File: config.mk
export PLATFORM = sky130hd
export DESIGN_NAME = seismometer_sample_decoder_core
export DESIGN_NICKNAME = d
export VERILOG_FILES = /design/src/rtl/ssd_pkg.sv /design/src/rtl/ssd_ctrl.sv /design/src/rtl/ssd_datapath.sv /design/src/rtl/seismometer_sample_decoder_core.sv
export SDC_FILE = /design/constraint.sdc
export NUM_CORES = 1
export LEC_CHECK = 0
export ABC_AREA = 1
export BUFFER_PORTS_ARGS = -buffer_cell sky130_fd_sc_hd__buf_2
export CORE_ASPECT_RATIO = 1.1
export CORE_MARGIN = 3
export CORE_UTILIZATION = 55
export CTS_BUF_LIST = sky130_fd_sc_hd__clkbuf_4
export DETAILED_ROUTE_END_ITERATION = 8
export HOLD_SLACK_MARGIN = 0.1
export PLACE_DENSITY = 0.78
export SYNTH_ARGS = -nofsm -noshare
export SYNTH_HDL_FRONTEND = slang
export SYNTH_SLANG_ARGS = --single-unit
export TNS_END_PERCENT = 50
File: constraint.sdc
create_clock -name clk -period 6.04 [get_ports clk]
set_input_delay 1.208 -clock clk [delete_from_list [all_inputs] [get_ports clk]]
set_output_delay 1.208 -clock clk [all_outputs]
set_load 0.01 [all_outputs]
File: src/rtl/ssd_pkg.sv
// Shared types and constants of the seismometer sample decoder.
package ssd_pkg;

    localparam int CFG_IDX_W = 3;
    localparam int CFG_DATA_W = 16;

    localparam logic [CFG_IDX_W-1:0] CFG_INPUT_MODE       = 3'd0;
    localparam logic [CFG_IDX_W-1:0] CFG_GLITCH_ENABLE    = 3'd1;
    localparam logic [CFG_IDX_W-1:0] CFG_GLITCH_THRESHOLD = 3'd2;
    localparam logic [CFG_IDX_W-1:0] CFG_ZERO_LEVEL       = 3'd3;
    localparam logic [CFG_IDX_W-1:0] CFG_BLOCK_LENGTH     = 3'd4;

    localparam logic [15:0] THRESHOLD_RESET = 16'd500;
    localparam logic [10:0] BLOCK_LENGTH_RESET = 11'd1;

    localparam logic [7:0] CHAR_NUL   = 8'h00;
    localparam logic [7:0] CHAR_TAB   = 8'h09;
    localparam logic [7:0] CHAR_LF    = 8'h0a;
    localparam logic [7:0] CHAR_VT    = 8'h0b;
    localparam logic [7:0] CHAR_FF    = 8'h0c;
    localparam logic [7:0] CHAR_CR    = 8'h0d;
    localparam logic [7:0] CHAR_SPACE = 8'h20;
    localparam logic [7:0] CHAR_PLUS  = 8'h2b;
    localparam logic [7:0] CHAR_MINUS = 8'h2d;
    localparam logic [7:0] CHAR_ZERO  = 8'h30;
    localparam logic [7:0] CHAR_NINE  = 8'h39;

    localparam int SAMPLE_MAX = 32767;
    localparam int SAMPLE_MIN = -32768;

    typedef enum logic [3:0] {
        PH_LEAD   = 4'b0001,
        PH_DIGITS = 4'b0010,
        PH_ENDED  = 4'b0100,
        PH_NUL    = 4'b1000
    } ssd_phase_t;

    typedef struct packed {
        logic load_byte;
        logic commit;
        logic div_start;
        logic div_step;
        logic load_div_out;
    } ssd_cmd_t;

    typedef struct packed {
        logic emits;
        logic block_end;
        logic div_last;
        logic out_blocked;
    } ssd_status_t;

endpackage

File: src/rtl/ssd_ctrl.sv
// Controller state machine that sequences byte processing and block division.
module ssd_ctrl (
    input  logic                 clk,
    input  logic                 rst_n,
    input  logic                 in_valid,
    output logic                 in_ready,
    input  ssd_pkg::ssd_status_t status,
    output ssd_pkg::ssd_cmd_t    cmd
);
    import ssd_pkg::*;

    typedef enum logic [3:0] {
        S_IDLE = 4'b0001,
        S_PROC = 4'b0010,
        S_DIV  = 4'b0100,
        S_FIN  = 4'b1000
    } ssd_state_t;

    ssd_state_t state_reg;
    ssd_state_t state_next;

    always_ff @(posedge clk or negedge rst_n)
    begin
        if (!rst_n)
        begin
            state_reg <= S_IDLE;
        end
        else
        begin
            state_reg <= state_next;
        end
    end

    always_comb
    begin
        state_next = state_reg;
        cmd = '0;
        in_ready = 1'b0;
        case (state_reg)
            S_IDLE:
            begin
                in_ready = 1'b1;
                if (in_valid)
                begin
                    cmd.load_byte = 1'b1;
                    state_next = S_PROC;
                end
            end
            S_PROC:
            begin
                if (status.block_end)
                begin
                    cmd.commit = 1'b1;
                    cmd.div_start = 1'b1;
                    state_next = S_DIV;
                end
                else if (!(status.emits && status.out_blocked))
                begin
                    cmd.commit = 1'b1;
                    state_next = S_IDLE;
                end
            end
            S_DIV:
            begin
                cmd.div_step = 1'b1;
                if (status.div_last)
                begin
                    state_next = S_FIN;
                end
            end
            S_FIN:
            begin
                if (!status.out_blocked)
                begin
                    cmd.load_div_out = 1'b1;
                    state_next = S_IDLE;
                end
            end
            default:
            begin
                state_next = S_IDLE;
            end
        endcase
    end

endmodule

File: src/rtl/ssd_datapath.sv
// Datapath: configuration, line parser, binary framer, block divider and output register.
module ssd_datapath #(
    parameter int MAX_LINE  = 20,
    parameter int MAX_BLOCK = 1024
) (
    input  logic                             clk,
    input  logic                             rst_n,
    input  ssd_pkg::ssd_cmd_t                cmd,
    output ssd_pkg::ssd_status_t             status,
    input  logic [7:0]                       rx_byte,
    input  logic                             cfg_we,
    input  logic [ssd_pkg::CFG_IDX_W-1:0]    cfg_index,
    input  logic [ssd_pkg::CFG_DATA_W-1:0]   cfg_data,
    output logic                             out_valid,
    input  logic                             out_ready,
    output logic signed [15:0]               sample,
    output logic                             glitch_replaced
);
    import ssd_pkg::*;

    localparam int LEN_W = $clog2(MAX_LINE + 2);
    localparam int BL_W  = $clog2(MAX_BLOCK + 1);
    localparam int SUM_W = $clog2(MAX_BLOCK) + 12;
    localparam int DVD_W = SUM_W + 4;
    localparam int CNT_W = $clog2(DVD_W + 1);
    localparam int TOT_W = DVD_W + 2;

    logic             mode_reg;
    logic             glitch_en_reg;
    logic [15:0]      threshold_reg;
    logic [15:0]      zero_reg;
    logic [10:0]      block_len_reg;

    logic [7:0]       byte_reg;
    logic [LEN_W-1:0] line_len_reg, line_len_next;
    logic [15:0]      acc_reg, acc_next;
    logic             neg_reg, neg_next;
    ssd_phase_t       phase_reg, phase_next;
    logic [15:0]      last_reg, last_next;
    logic [7:0]       low_reg, low_next;
    logic [SUM_W-1:0] sum_reg, sum_next;
    logic [BL_W-1:0]  left_reg, left_next;

    logic [BL_W-1:0]  rem_reg;
    logic [DVD_W-1:0] quot_reg;
    logic [BL_W-1:0]  den_reg;
    logic [CNT_W-1:0] count_reg;

    logic             out_valid_reg;
    logic [15:0]      out_sample_reg;
    logic             out_glitch_reg;

    logic             emits;
    logic             block_end;
    logic [15:0]      ascii_value;
    logic             ascii_replaced;
    logic [SUM_W-1:0] sum_new;
    logic [31:0]      eff_wide;
    logic [BL_W-1:0]  eff_len;
    logic [BL_W:0]    div_trial;
    logic             div_bit;
    logic [TOT_W-1:0] total;
    logic [15:0]      div_sample;
    logic             load_out;

    always_ff @(posedge clk or negedge rst_n)
    begin
        if (!rst_n)
        begin
            mode_reg      <= 1'b0;
            glitch_en_reg <= 1'b0;
            threshold_reg <= THRESHOLD_RESET;
            zero_reg      <= 16'd0;
            block_len_reg <= BLOCK_LENGTH_RESET;
        end
        else if (cfg_we)
        begin
            case (cfg_index)
                CFG_INPUT_MODE:       mode_reg      <= cfg_data[0];
                CFG_GLITCH_ENABLE:    glitch_en_reg <= cfg_data[0];
                CFG_GLITCH_THRESHOLD: threshold_reg <= cfg_data;
                CFG_ZERO_LEVEL:       zero_reg      <= cfg_data;
                CFG_BLOCK_LENGTH:     block_len_reg <= cfg_data[10:0];
                default:
                begin
                end
            endcase
        end
    end

    always_ff @(posedge clk)
    begin
        if (cmd.load_byte)
        begin
            byte_reg <= rx_byte;
        end
    end

    always_comb
    begin
        eff_wide = 32'(block_len_reg);
        if (eff_wide < 32'd1)
        begin
            eff_wide = 32'd1;
        end
        if (eff_wide > 32'(MAX_BLOCK))
        begin
            eff_wide = 32'(MAX_BLOCK);
        end
        eff_len = eff_wide[BL_W-1:0];
    end

    always_comb
    begin
        logic        over;
        logic        empty;
        logic        blank;
        logic        digit;
        logic [15:0] acc10;
        logic [15:0] v;
        logic [16:0] d;
        logic [16:0] ad;

        line_len_next = line_len_reg;
        acc_next = acc_reg;
        neg_next = neg_reg;
        phase_next = phase_reg;
        last_next = last_reg;
        low_next = low_reg;
        sum_next = sum_reg;
        left_next = left_reg;
        emits = 1'b0;
        block_end = 1'b0;
        ascii_replaced = 1'b0;
        sum_new = sum_reg + SUM_W'({byte_reg[7:1], low_reg[7:3]});

        over = line_len_reg > LEN_W'(MAX_LINE);
        empty = (line_len_reg == '0) || (phase_reg == PH_NUL);
        blank = (byte_reg == CHAR_SPACE) || (byte_reg == CHAR_TAB) ||
                (byte_reg == CHAR_VT) || (byte_reg == CHAR_FF);
        digit = (byte_reg >= CHAR_ZERO) && (byte_reg <= CHAR_NINE);
        acc10 = {acc_reg[12:0], 3'b000} + {acc_reg[14:0], 1'b0} + {12'd0, byte_reg[3:0]};
        v = neg_reg ? (16'd0 - acc_reg) : acc_reg;
        d = {last_reg[15], last_reg} - {v[15], v};
        ad = d[16] ? (17'd0 - d) : d;
        ascii_value = v;

        if (!mode_reg)
        begin
            if (over || (byte_reg == CHAR_LF) || (byte_reg == CHAR_CR))
            begin
                line_len_next = '0;
                acc_next = 16'd0;
                neg_next = 1'b0;
                phase_next = PH_LEAD;
                if (!over && (byte_reg == CHAR_CR) && !empty)
                begin
                    emits = 1'b1;
                    if (glitch_en_reg && (last_reg != 16'd0) && (ad > {1'b0, threshold_reg}))
                    begin
                        ascii_value = last_reg;
                        ascii_replaced = 1'b1;
                    end
                    else
                    begin
                        last_next = v;
                    end
                end
            end
            else
            begin
                line_len_next = line_len_reg + LEN_W'(1);
                if (byte_reg == CHAR_NUL)
                begin
                    if ((line_len_reg == '0) || (phase_reg == PH_NUL))
                    begin
                        phase_next = PH_NUL;
                    end
                    else
                    begin
                        phase_next = PH_ENDED;
                    end
                end
                else
                begin
                    case (phase_reg)
                        PH_LEAD:
                        begin
                            if (blank)
                            begin
                                phase_next = PH_LEAD;
                            end
                            else if ((byte_reg == CHAR_PLUS) || (byte_reg == CHAR_MINUS))
                            begin
                                neg_next = (byte_reg == CHAR_MINUS);
                                phase_next = PH_DIGITS;
                            end
                            else if (digit)
                            begin
                                acc_next = acc10;
                                phase_next = PH_DIGITS;
                            end
                            else
                            begin
                                phase_next = PH_ENDED;
                            end
                        end
                        PH_DIGITS:
                        begin
                            if (digit)
                            begin
                                acc_next = acc10;
                            end
                            else
                            begin
                                phase_next = PH_ENDED;
                            end
                        end
                        default:
                        begin
                            phase_next = phase_reg;
                        end
                    endcase
                end
            end
        end
        else
        begin
            if (line_len_reg > LEN_W'(2))
            begin
                line_len_next = '0;
            end
            else if (!byte_reg[0])
            begin
                low_next = byte_reg;
            end
            else
            begin
                line_len_next = '0;
                if (left_reg > BL_W'(1))
                begin
                    sum_next = sum_new;
                    left_next = left_reg - BL_W'(1);
                end
                else
                begin
                    block_end = 1'b1;
                    sum_next = '0;
                    left_next = eff_len;
                end
            end
        end
    end

    always_ff @(posedge clk or negedge rst_n)
    begin
        if (!rst_n)
        begin
            line_len_reg <= '0;
            acc_reg <= 16'd0;
            neg_reg <= 1'b0;
            phase_reg <= PH_LEAD;
            last_reg <= 16'd0;
            low_reg <= 8'd0;
            sum_reg <= '0;
            left_reg <= BL_W'(1);
        end
        else if (cmd.commit)
        begin
            line_len_reg <= line_len_next;
            acc_reg <= acc_next;
            neg_reg <= neg_next;
            phase_reg <= phase_next;
            last_reg <= last_next;
            low_reg <= low_next;
            sum_reg <= sum_next;
            left_reg <= left_next;
        end
    end

    assign div_trial = {rem_reg, quot_reg[DVD_W-1]};
    assign div_bit = div_trial >= {1'b0, den_reg};

    always_ff @(posedge clk)
    begin
        if (cmd.div_start)
        begin
            rem_reg <= '0;
            quot_reg <= {sum_new, 4'b0000};
            den_reg <= eff_len;
            count_reg <= '0;
        end
        else if (cmd.div_step)
        begin
            rem_reg <= div_bit ? BL_W'(div_trial - {1'b0, den_reg}) : div_trial[BL_W-1:0];
            quot_reg <= {quot_reg[DVD_W-2:0], div_bit};
            count_reg <= count_reg + CNT_W'(1);
        end
    end

    always_comb
    begin
        total = {2'b00, quot_reg} - {{(TOT_W-16){zero_reg[15]}}, zero_reg};
        if ($signed(total) > $signed(TOT_W'(SAMPLE_MAX)))
        begin
            div_sample = 16'(SAMPLE_MAX);
        end
        else if ($signed(total) < $signed(TOT_W'(SAMPLE_MIN)))
        begin
            div_sample = 16'(SAMPLE_MIN);
        end
        else
        begin
            div_sample = total[15:0];
        end
    end

    assign load_out = (cmd.commit && emits) || cmd.load_div_out;

    always_ff @(posedge clk or negedge rst_n)
    begin
        if (!rst_n)
        begin
            out_valid_reg <= 1'b0;
        end
        else if (load_out)
        begin
            out_valid_reg <= 1'b1;
        end
        else if (out_ready)
        begin
            out_valid_reg <= 1'b0;
        end
    end

    always_ff @(posedge clk)
    begin
        if (cmd.load_div_out)
        begin
            out_sample_reg <= div_sample;
            out_glitch_reg <= 1'b0;
        end
        else if (load_out)
        begin
            out_sample_reg <= ascii_value - zero_reg;
            out_glitch_reg <= ascii_replaced;
        end
    end

    assign status.emits = emits;
    assign status.block_end = block_end;
    assign status.div_last = count_reg == CNT_W'(DVD_W - 1);
    assign status.out_blocked = out_valid_reg && !out_ready;

    assign out_valid = out_valid_reg;
    assign sample = $signed(out_sample_reg);
    assign glitch_replaced = out_glitch_reg;

endmodule

File: src/rtl/seismometer_sample_decoder_core.sv
// Top level of the seismometer sample decoder: controller, datapath and checks.
//
//  channel | signals                          | direction
//  input   | in_valid, in_ready, rx_byte      | byte in
//  output  | out_valid, out_ready, sample,    | result out
//          | glitch_replaced                  |
//  config  | cfg_valid, cfg_ready, cfg_index, | register write in
//          | cfg_data                         |
//
// Each byte is taken in the idle state and then handled in the processing state.
// A binary byte that closes a block then passes to the restoring divider, which
// forms one quotient bit a cycle; its result then waits until the output is free.
// Reset clears all control and parser state at once; there is no clearing pass.
// A result waits in the output register while the next byte is taken; a byte
// that yields a result holds in processing until that register is free.
module seismometer_sample_decoder_core #(
    parameter int MAX_LINE  = 20,
    parameter int MAX_BLOCK = 1024
) (
    input  logic                             clk,
    input  logic                             rst_n,
    input  logic                             in_valid,
    output logic                             in_ready,
    input  logic [7:0]                       rx_byte,
    output logic                             out_valid,
    input  logic                             out_ready,
    output logic signed [15:0]               sample,
    output logic                             glitch_replaced,
    input  logic                             cfg_valid,
    output logic                             cfg_ready,
    input  logic [ssd_pkg::CFG_IDX_W-1:0]    cfg_index,
    input  logic [ssd_pkg::CFG_DATA_W-1:0]   cfg_data
);
    import ssd_pkg::*;

    ssd_cmd_t    cmd;
    ssd_status_t status;

    assign cfg_ready = 1'b1;

    ssd_ctrl u_ctrl (
        .clk      (clk),
        .rst_n    (rst_n),
        .in_valid (in_valid),
        .in_ready (in_ready),
        .status   (status),
        .cmd      (cmd)
    );

    ssd_datapath #(
        .MAX_LINE  (MAX_LINE),
        .MAX_BLOCK (MAX_BLOCK)
    ) u_datapath (
        .clk             (clk),
        .rst_n           (rst_n),
        .cmd             (cmd),
        .status          (status),
        .rx_byte         (rx_byte),
        .cfg_we          (cfg_valid),
        .cfg_index       (cfg_index),
        .cfg_data        (cfg_data),
        .out_valid       (out_valid),
        .out_ready       (out_ready),
        .sample          (sample),
        .glitch_replaced (glitch_replaced)
    );

`ifndef SYNTHESIS
    a_busy_after_transfer: assert property (@(posedge clk) disable iff (!rst_n)
        (in_valid && in_ready) |=> !in_ready)
        else $error("Input was ready in the cycle after a transfer.");

    a_out_free_on_load: assert property (@(posedge clk) disable iff (!rst_n)
        cmd.load_div_out |-> !(out_valid && !out_ready))
        else $error("Block result loaded over a pending result.");

    a_div_follows_start: assert property (@(posedge clk) disable iff (!rst_n)
        cmd.div_start |=> (cmd.div_step && !in_ready))
        else $error("Division did not begin after block end.");
`endif

endmodule
# After elaboration in Yosys (flattened, before gate mapping)
# Index checks and enable logic that the tools add are counted.
# Widths: inputs -> output; s select.
# word_totals
output_inout_bits,20
elab_cells,191
regBits,210
in_bits,32
# classes
n_addsub,12
n_bitwise,3
n_reduce_logical,43
order_cmp,11
n_mux,69
n_eq_ne,30
# ops
op,n
$mux 16,14
$mux 26,2
$mux 11,4
$mux 4,11
$eq 8x4->1 const B,5
$pmux 16 s2,1
$gt 28x16->1 const B,1
$lt 28x16->1 const B,1
$sub 27x16->28,1
$mux 1,27
$eq 8x6->1 const B,3
$add 22x12->22,1
$mux 22,1
$mux 5,4
$reduce_and 4->1,5
$gt 17x16->1,1
$mux 17,1
$sub 1x17->17 const A,1
$sub 16x16->17,1
$add 16x16->16,1
$add 16x4->16,1
$pmux 4 s4,1
$reduce_bool 16->1,1
$sub 1x16->16 const A,1
other kinds (40),78

# Longest topological paths before layout
# Gate-level depths: netlist of run 1.
# depth
word_depth,15
depth_mapped,55
mapped_depth_nobuf,53

# Hierarchy
# Synthesis of run 1 repeated with hierarchy kept, for this count alone.
# unflattened
hier_cells,2131
hier_area_um2,15826.4
# by_module_without_submodules
module,instances,seq_area_each_um2,area_each_um2,cells_each
ssd_datapath,1,5296.3,15543.7,2087
ssd_ctrl,1,101.3,271.5,42
seismometer_sample_decoder_core,1,0.0,11.3,2

# Least setup slack after synthesis of run 1
# No wires, ideal clock.
# synth_path
path_type,flip-flop to flip-flop
start,reg u_datapath.acc_reg[0]
end,"reg u_datapath.out_sample_reg[12], in the netlist u_datapath.sample[12] (data pin)"
path_slack_ns,-0.536
arrival_time_ns,6.320
setup_ns,0.256
required_time_ns,5.784
synth_period_minus_slack_ns,6.576
stages_incl_launch_ff,51
path_buffers,2
cell_sequence,dfrtp_1 > inv_1 > nand3_1 > nand3b_1 > nor2_1 > nand2_1 > o21ai_0 > nand2_1 > xnor2_1 > ha_1 > a21oi_1 > nor3_1 > a211oi_1 > nand3_1 > nand2_1 > clkbuf_1 > nand2_1 > xnor2_1 > (+15 left out) > nand2_8 > nand2_4 > buf_2 > nand2_1 > o21ai_1 > inv_1 > ha_1 > fa_1 > nand3b_1 > and2_1 > o221ai_1 > nand2_1 > nand2_1 > a21oi_1 > o21ai_0 > xor2_1 > nor2_1 > a21oi_2
# synth_between
elab_chain_cells,14
# synth_rtl
item,line,source
from (decl),ssd_datapath.sv:36,"logic [15:0] acc_reg, acc_next;"
from (signal assigned),ssd_datapath.sv:271,acc_reg <= acc_next;
$sub 1x16->16,ssd_datapath.sv:143,v = neg_reg ? (16'd0 - acc_reg) : acc_reg;
$mux 16 *,ssd_datapath.sv:143,
$sub 16x16->17,ssd_datapath.sv:144,"d = {last_reg[15], last_reg} - {v[15], v};"
$sub 1x17->17,ssd_datapath.sv:145,ad = d[16] ? (17'd0 - d) : d;
$mux 17,ssd_datapath.sv:145,
$gt 17x16->1,ssd_datapath.sv:159,"if (glitch_en_reg && (last_reg != 16'd0) && (ad > {1'b0, threshold_reg}))"
$logic_and 1x1->1,ssd_datapath.sv:159,
$mux 16,ssd_datapath.sv:159,
$mux 16,ssd_datapath.sv:156,if (!over && (byte_reg == CHAR_CR) && !empty)
$mux 16,ssd_datapath.sv:150,if (over || (byte_reg == CHAR_LF) || (byte_reg == CHAR_CR))
$mux 16 *,ssd_datapath.sv:148,if (!mode_reg)
$sub 16x16->16 *,ssd_datapath.sv:345,out_sample_reg <= ascii_value - zero_reg;
$mux 16 *,ssd_datapath.sv:343,else if (load_out)
$mux 16 *,ssd_datapath.sv:338,if (cmd.load_div_out)
to (signal assigned),ssd_datapath.sv:340,out_sample_reg <= div_sample;
to (signal assigned),ssd_datapath.sv:345,
to (decl),ssd_datapath.sv:50,logic [15:0] out_sample_reg;
# Mark *: on every way between the ends. The rest lies on a longest branch, timed or not. The select of a mux whose other input is x is not followed.
# A chain may end at the register's enable or synchronous reset.

# Final worst setup path of run 1
# layout_path
start,reg u_datapath.acc_reg[2]
end,"reg u_datapath.out_sample_reg[11], in the netlist u_datapath.sample[11] (data pin)"
# The elaborated chain is that of the path after synthesis.

==> results_dict.tcl, run 1 <==
set metrics [dict create \
    slowest_delay_ns 0.40 \
    startpoint_type "flip-flop" \
    cts_root_buf "clkbuf_4" \
    tightestPinTransition_ns 1.02 \
    dp_slack_ns -0.268 \
    clkTransAtPathRegs_ns 0.07 \
    wl_per_cell_um 16.2 \
    grt_pass1_wl_um 72200 \
    fin_crit_sh_pct 106 \
    viasPerCell 5.47 \
    hold_violations 0 \
    initial_core_util_pct 56.3 \
    nNetsFinal 2518 \
    ys.flop_type "dfrtp_1" \
    dieArea_sq_um 30600 \
    end_kind "flip-flop" \
    max_clock_freq_ghz 0.157 \
    synth_area_sq_um 15700 \
    powerDensity_nw_per_um2 259 \
    relSlewSlack_pct 31.7 \
    rows 64 \
    synth-edff-count 57 \
    drt_wl_total_um 44700 \
    gp_congestion 0.983 \
    arrival_ns 6.81 \
    insertion_delay_ns 0.74 \
    reg2reg_to "u_datapath.sample[11]" \
    ys_ff_latch 208 \
    drt_iter0_drc 1289 \
    cts.sinks 208 \
    setup_viol 12 \
    reg2reg_slack_ns -0.33 \
    synth_top_cells_by_area "dfrtp_1 19%, nand2_1 11%, edfxtp_1 11%, ha_1 11%, inv_1 8.0%" \
    path_depth 44 \
    path_class "flip-flop to flip-flop" \
    numPortBuffers 50 \
    syn-num-nets 2268 \
    finClkSkew_ns 0.0745 \
    slew_violations 0 \
    cts_made_buffers 54 \
    io_pins 52 \
    status "finished, violations left" \
    yosysTopAreaCellShare_pct 19.1 \
    yosys.area.top_type "dfrtp_1" \
    r2r_cells 44 \
    cts_buffer_depth 3 \
    cp-endpoint "u_datapath.sample[11]" \
    place_area_sq_um 17400 \
    n_fill_cell 2355 \
    synthesis.instances 2096 \
    grt_use_total_pct 28.5 \
    grt_max_degree 70 \
    async_flop_share_pct 62.5 \
    leakage_nw 9.75 \
    critical_path.most_common_cell "nand2_1" \
    syn_area_per_cell_sq_um 7.50 \
    yosys_warnings 0 \
    ir_worst_vdd_uv 166 \
    cp.required_ns 6.48 \
    hold_path_class "input pin to asynchronous set/reset pin" \
    area_growth_syn_to_layout_pct 19.9 \
    yosys.cell_types.count 67 \
    setup_ws_ns -0.334 \
    firstDrtPassIters 6 \
    largest_reg_flops 26 \
    yosysSeqAreaShare_pct 34.3 \
    grt_pass1_vias 14534 \
    die_h_um 183 \
    via_count 15062 \
    crit_start "u_datapath.acc_reg[2]" \
    antenna_found_initial 1 \
    min_period_ns 6.37 \
    drc 0 \
    fin_worst_hold_slack_ns 0.461 \
    rr_startpoint "u_datapath.acc_reg[2]" \
    cts_hold_buf 0 \
    timing.critical_path.buf_inv 8 \
    ant_nets 0 \
    fin_area_sq_um 18900 \
    drv_cap 0 \
    path_delay_family "simple AND/OR/NAND/NOR gates" \
    coreArea_sq_um 27900 \
    critPathMaxFanout 7 \
    rsz0062_at_grt "yes" \
    drive_gt1_share_pct 21.2 \
    violations "setup timing" \
    die_w_um 167 \
    place_hpwl_um 34500 \
    cts-htree-levels 2 \
    gr-total-overflow 0 \
    cp_slowest_cell "dfrtp_1" \
    cts_tree "done" \
]
==> cell families after synthesis <==
logic type                 after synthesis  synth area share (%)
and+or+nand+nor                        830                  23.4
adders and majority gates              140                  11.5
buffers and inverters                  381                  9.38
xor gates and xnor gates                96                  5.35
muxes                                    3                 0.207
AOI/OAI and AO/OA                      437                  15.9
DFF                                    208                  34.3
other                                    1                0.0239
==> where the power goes <==
group          total [W]  switching, W  leakage [nW]  internal, W
Clock            0.00126      0.000621         0.428     0.000634
Sequential       0.00183      0.000168          2.28      0.00166
Combinational    0.00180       0.00112          7.04     0.000684
==> cell type report <==
type	count	area (sq um)	area share, %
diodes	1	2.50	0.0133
repair inverters	1	7.51	0.0398
multi-input cells	1508	9380	49.7
clock buffers	83	623	3.30
repair buffers	228	1600	8.49
inverters	345	1300	6.90
clock inverters	17	91.3	0.484
well taps	363	454	2.41
flip-flops and latches	208	5400	28.6
==> placed cells by master, fill, tap and decap left out, drive strengths merged, types with 19 or more instances in the layout <==
master	count
a21oi	129
buf	228
clkbuf	83
clkinv	19
dfrtp	120
dfxtp	21
edfxtp	57
ha	133
inv	342
nand2	489
nand3	109
nand4	25
nor2	149
nor3	27
o21ai	218
xnor2	26
xor2	70
==> routing by layer <==
metal,share of wire (%),up-vias,wire length [um],global-route usage [%]
met5,0,-,0,0
met4,4.1,0,1820,10.9
met3,6.0,125,2680,3.84
met2,47,532,20900,47.4
met1,43,6954,19400,38.3
li1,-,7451,-,-
==> worst min-delay path by stage <==
stage	start	slack, ns	end	depth (start not counted)
finish	rst_n	0.46	u_datapath.left_reg[2]	1
global route	rst_n	0.48	u_datapath.out_valid	1
CTS	rst_n	0.43	u_datapath.left_reg[5]	1
detailed placement	u_datapath.rem_reg[10]	0.46	u_datapath.rem_reg[10]	2
global placement	u_datapath.rem_reg[10]	0.44	u_datapath.rem_reg[10]	2
floorplan	u_datapath.rem_reg[10]	0.43	u_datapath.rem_reg[10]	2
==> cell usage after synthesis, types with 10 or more instances <==
cell type	n
xor2_1	70
a21o_1	12
nand3b_1	16
dfrtp_1	120
o21bai_1	10
nor2_1	141
dfxtp_1	21
o211ai_1	12
xnor2_1	26
clkbuf_1	23
a21oi_1	114
a21oi_2	13
nand2_1	457
nor3_1	24
o21ai_0	192
dfstp_2	10
inv_1	334
ha_1	133
o21ai_1	23
nand3_1	106
o22ai_1	16
edfxtp_1	57
nand2_2	25
nand4_1	24
==> through the flow <==
stage / cells / TNS [ns] / total power, W / utilization, %
final: 2754 / -2.76 / 0.00489 / 67.5
after global routing: 2754 / -7.75 / 0.00523 / 67.5
after CTS: 2738 / -0.109 / 0.00485 / 66.1
after detailed placement: 2620 / -2.03 / 0.00355 / 62.4
after global placement: 2620 / -0.395 / 0.00349 / 62.4
after floorplan: 2096 / 0 / 0.00302 / -
==> what timing repair did <==
action | 4_1_cts | 5_1_grt
setup buffers | 16 | 15
cloned | 2 | 0
endpoints found under the setup margin | 11 | 15
resized for setup | 48 | 64
pin swaps | 35 | 59
endpoints found under the hold margin | 0 | 0
Note: power is estimated with default switching activity, not from simulation.
==> inputs of run 2 (changes only) <==
--- a/config.mk
+++ b/config.mk
@@ -7,13 +7,14 @@
 export LEC_CHECK = 0
 export ABC_AREA = 1
 export BUFFER_PORTS_ARGS = -buffer_cell sky130_fd_sc_hd__buf_2
-export CORE_ASPECT_RATIO = 1.1
+export CORE_ASPECT_RATIO = 0.7
 export CORE_MARGIN = 3
 export CORE_UTILIZATION = 55
 export CTS_BUF_LIST = sky130_fd_sc_hd__clkbuf_4
 export DETAILED_ROUTE_END_ITERATION = 8
 export HOLD_SLACK_MARGIN = 0.1
-export PLACE_DENSITY = 0.78
+export PLACE_DENSITY = 0.75
+export SETUP_SLACK_MARGIN = 0.02
 export SYNTH_ARGS = -nofsm -noshare
 export SYNTH_HDL_FRONTEND = slang
 export SYNTH_SLANG_ARGS = --single-unit
==> constraint.sdc (replaced) <==
create_clock -name clk -period 7.95 [get_ports clk]
set_input_delay 1.59 -clock clk [delete_from_list [all_inputs] [get_ports clk]]
set_output_delay 1.59 -clock clk [all_outputs]
set_load 0.01 [all_outputs]
==> results_dict.tcl, run 2 (synthesis gave the netlist of run 1 again) <==
set metrics [dict create \
    cp-endpoint "u_datapath.sample[15]" \
    drive_gt1_share_pct 10.7 \
    max_clock_freq_ghz 0.139 \
    end_kind "flip-flop" \
    via_count 14399 \
    ir_worst_vdd_uv 169 \
    insertion_delay_ns 0.75 \
    path_class "flip-flop to flip-flop" \
    viasPerCell 5.55 \
    gp_congestion 0.970 \
    coreArea_sq_um 27900 \
    grt_use_total_pct 28.1 \
    tightestPinTransition_ns 1.17 \
    dieArea_sq_um 30700 \
    io_pins 52 \
    antenna_found_initial 1 \
    clkTransAtPathRegs_ns 0.08 \
    relSlewSlack_pct 21.6 \
    r2r_cells 48 \
    cp_slowest_cell "o31ai_1" \
    cts.sinks 208 \
    setup_viol 0 \
    area_growth_syn_to_layout_pct 8.57 \
    rsz0062_at_grt "no" \
    reg2reg_slack_ns 0.74 \
    drt_iter0_drc 1313 \
    rr_startpoint "u_datapath.acc_reg[2]" \
    grt_pass1_vias 13191 \
    slowest_delay_ns 0.48 \
    setup_ws_ns 0.745 \
    die_h_um 147 \
    power_w 0.00359 \
    leakage_nw 8.86 \
    place_hpwl_um 34400 \
    fin_util_pct 61.1 \
    drv_cap 0 \
    cts-htree-levels 2 \
    dp_slack_ns 0.645 \
    grt_max_degree 89 \
    n_fill_cell 2543 \
    whs_path_depth 2 \
    arrival_ns 7.63 \
    rows 51 \
    wl_per_cell_um 16.9 \
    critPathMaxFanout 16 \
    crit_start "u_datapath.acc_reg[2]" \
    slew_violations 0 \
    critical_path.most_common_cell "nand2_1" \
    cts_hold_buf 0 \
    cts_made_buffers 54 \
    cts_buffer_depth 3 \
    powerDensity_nw_per_um2 211 \
    hold_violations 0 \
    cp.required_ns 8.37 \
    final_common_cell "nand2_1" \
    nNetsFinal 2349 \
    hold_path_class "flip-flop to flip-flop" \
    die_w_um 208 \
    reg2reg_to "u_datapath.sample[15]" \
    min_period_ns 7.21 \
    cts_root_buf "clkbuf_4" \
    fin_area_sq_um 17100 \
    largest_reg_flops 26 \
    layout_common_cells "456 x nand2_1, 334 x inv_1, 190 x o21ai_0" \
    grt_pass1_wl_um 69700 \
    fin_crit_sh_pct 90.6 \
    startpoint_type "flip-flop" \
    status "completed" \
    drc 0 \
    drt_wl_total_um 43700 \
    place_area_sq_um 16300 \
    ant_nets 0 \
    fin_tns_setup_ns 0 \
    numPortBuffers 50 \
    gr-total-overflow 0 \
    finClkSkew_ns 0.0850 \
    cts_tree "done" \
    firstDrtPassIters 5 \
    initial_core_util_pct 56.2 \
]
## run 2: layer usage
metal / vias up / part of all wire (%) / GRT usage, %
met2: 526 / 39 / 38.0
met5: - / 0 / 0
met4: 0 / 1.7 / 6.03
met1: 6712 / 50 / 44.4
met3: 62 / 9.3 / 7.59
li1: 7099 / - / -
## run 2: cell type report
| type | instances | area, sq um | share of cell area (%) |
|---|---|---|---|
| multi-input cells | 1507 | 8890 | 52.1 |
| flip-flops and latches | 208 | 5400 | 31.6 |
| inverters | 345 | 1290 | 7.59 |
| clock buffers | 70 | 526 | 3.08 |
| well taps | 371 | 464 | 2.72 |
| repair buffers | 61 | 339 | 1.99 |
| clock inverters | 31 | 158 | 0.924 |
| diodes | 1 | 2.50 | 0.0147 |
## run 2: where the power goes
group / internal, W / switching, W / total (W) / leakage [nW]
registers: 0.00126 / 0.000128 / 0.00139 / 2.28
clock network: 0.000451 / 0.000490 / 0.000941 / 0.396
logic: 0.000436 / 0.000828 / 0.00126 / 6.19
total: 0.00215 / 0.00145 / 0.00359 / 8.86
## run 2: how the worst min path moves through the flow
stage	from	end	slack [ns]
floorplan	u_datapath.rem_reg[10]	u_datapath.rem_reg[10]	0.43
CTS	u_datapath.rem_reg[10]	u_datapath.rem_reg[10]	0.48
global route	u_datapath.threshold_reg[10]	u_datapath.threshold_reg[10]	0.50
finish	u_datapath.rem_reg[10]	u_datapath.rem_reg[10]	0.48
detailed placement	u_datapath.rem_reg[10]	u_datapath.rem_reg[10]	0.46
global placement	u_datapath.rem_reg[10]	u_datapath.rem_reg[10]	0.45
## run 2: worst max-delay path, delay by kind of cell, from the launching register on
family          cells  cell delay [ns]
compound gates      5             1.27
simple gates       30             2.99
flops               1             0.45
xor+xnor            2             0.34
fa+ha+maj           3             1.01
buf+inv             8             0.81
## run 2: repair_timing
action / 4_1_cts / 5_1_grt
gates resized for setup: 0 / 7
endpoints found under the setup margin: 0 / 9
buffers inserted: 0 / 2
## run 2: stage by stage
step           hold WS [ns]  cells
6_report              0.481   2594
5_1_grt               0.505   2594
4_1_cts               0.481   2591
3_5_place_dp          0.463   2490
3_3_place_gp          0.446   2490
2_1_floorplan         0.430   2096
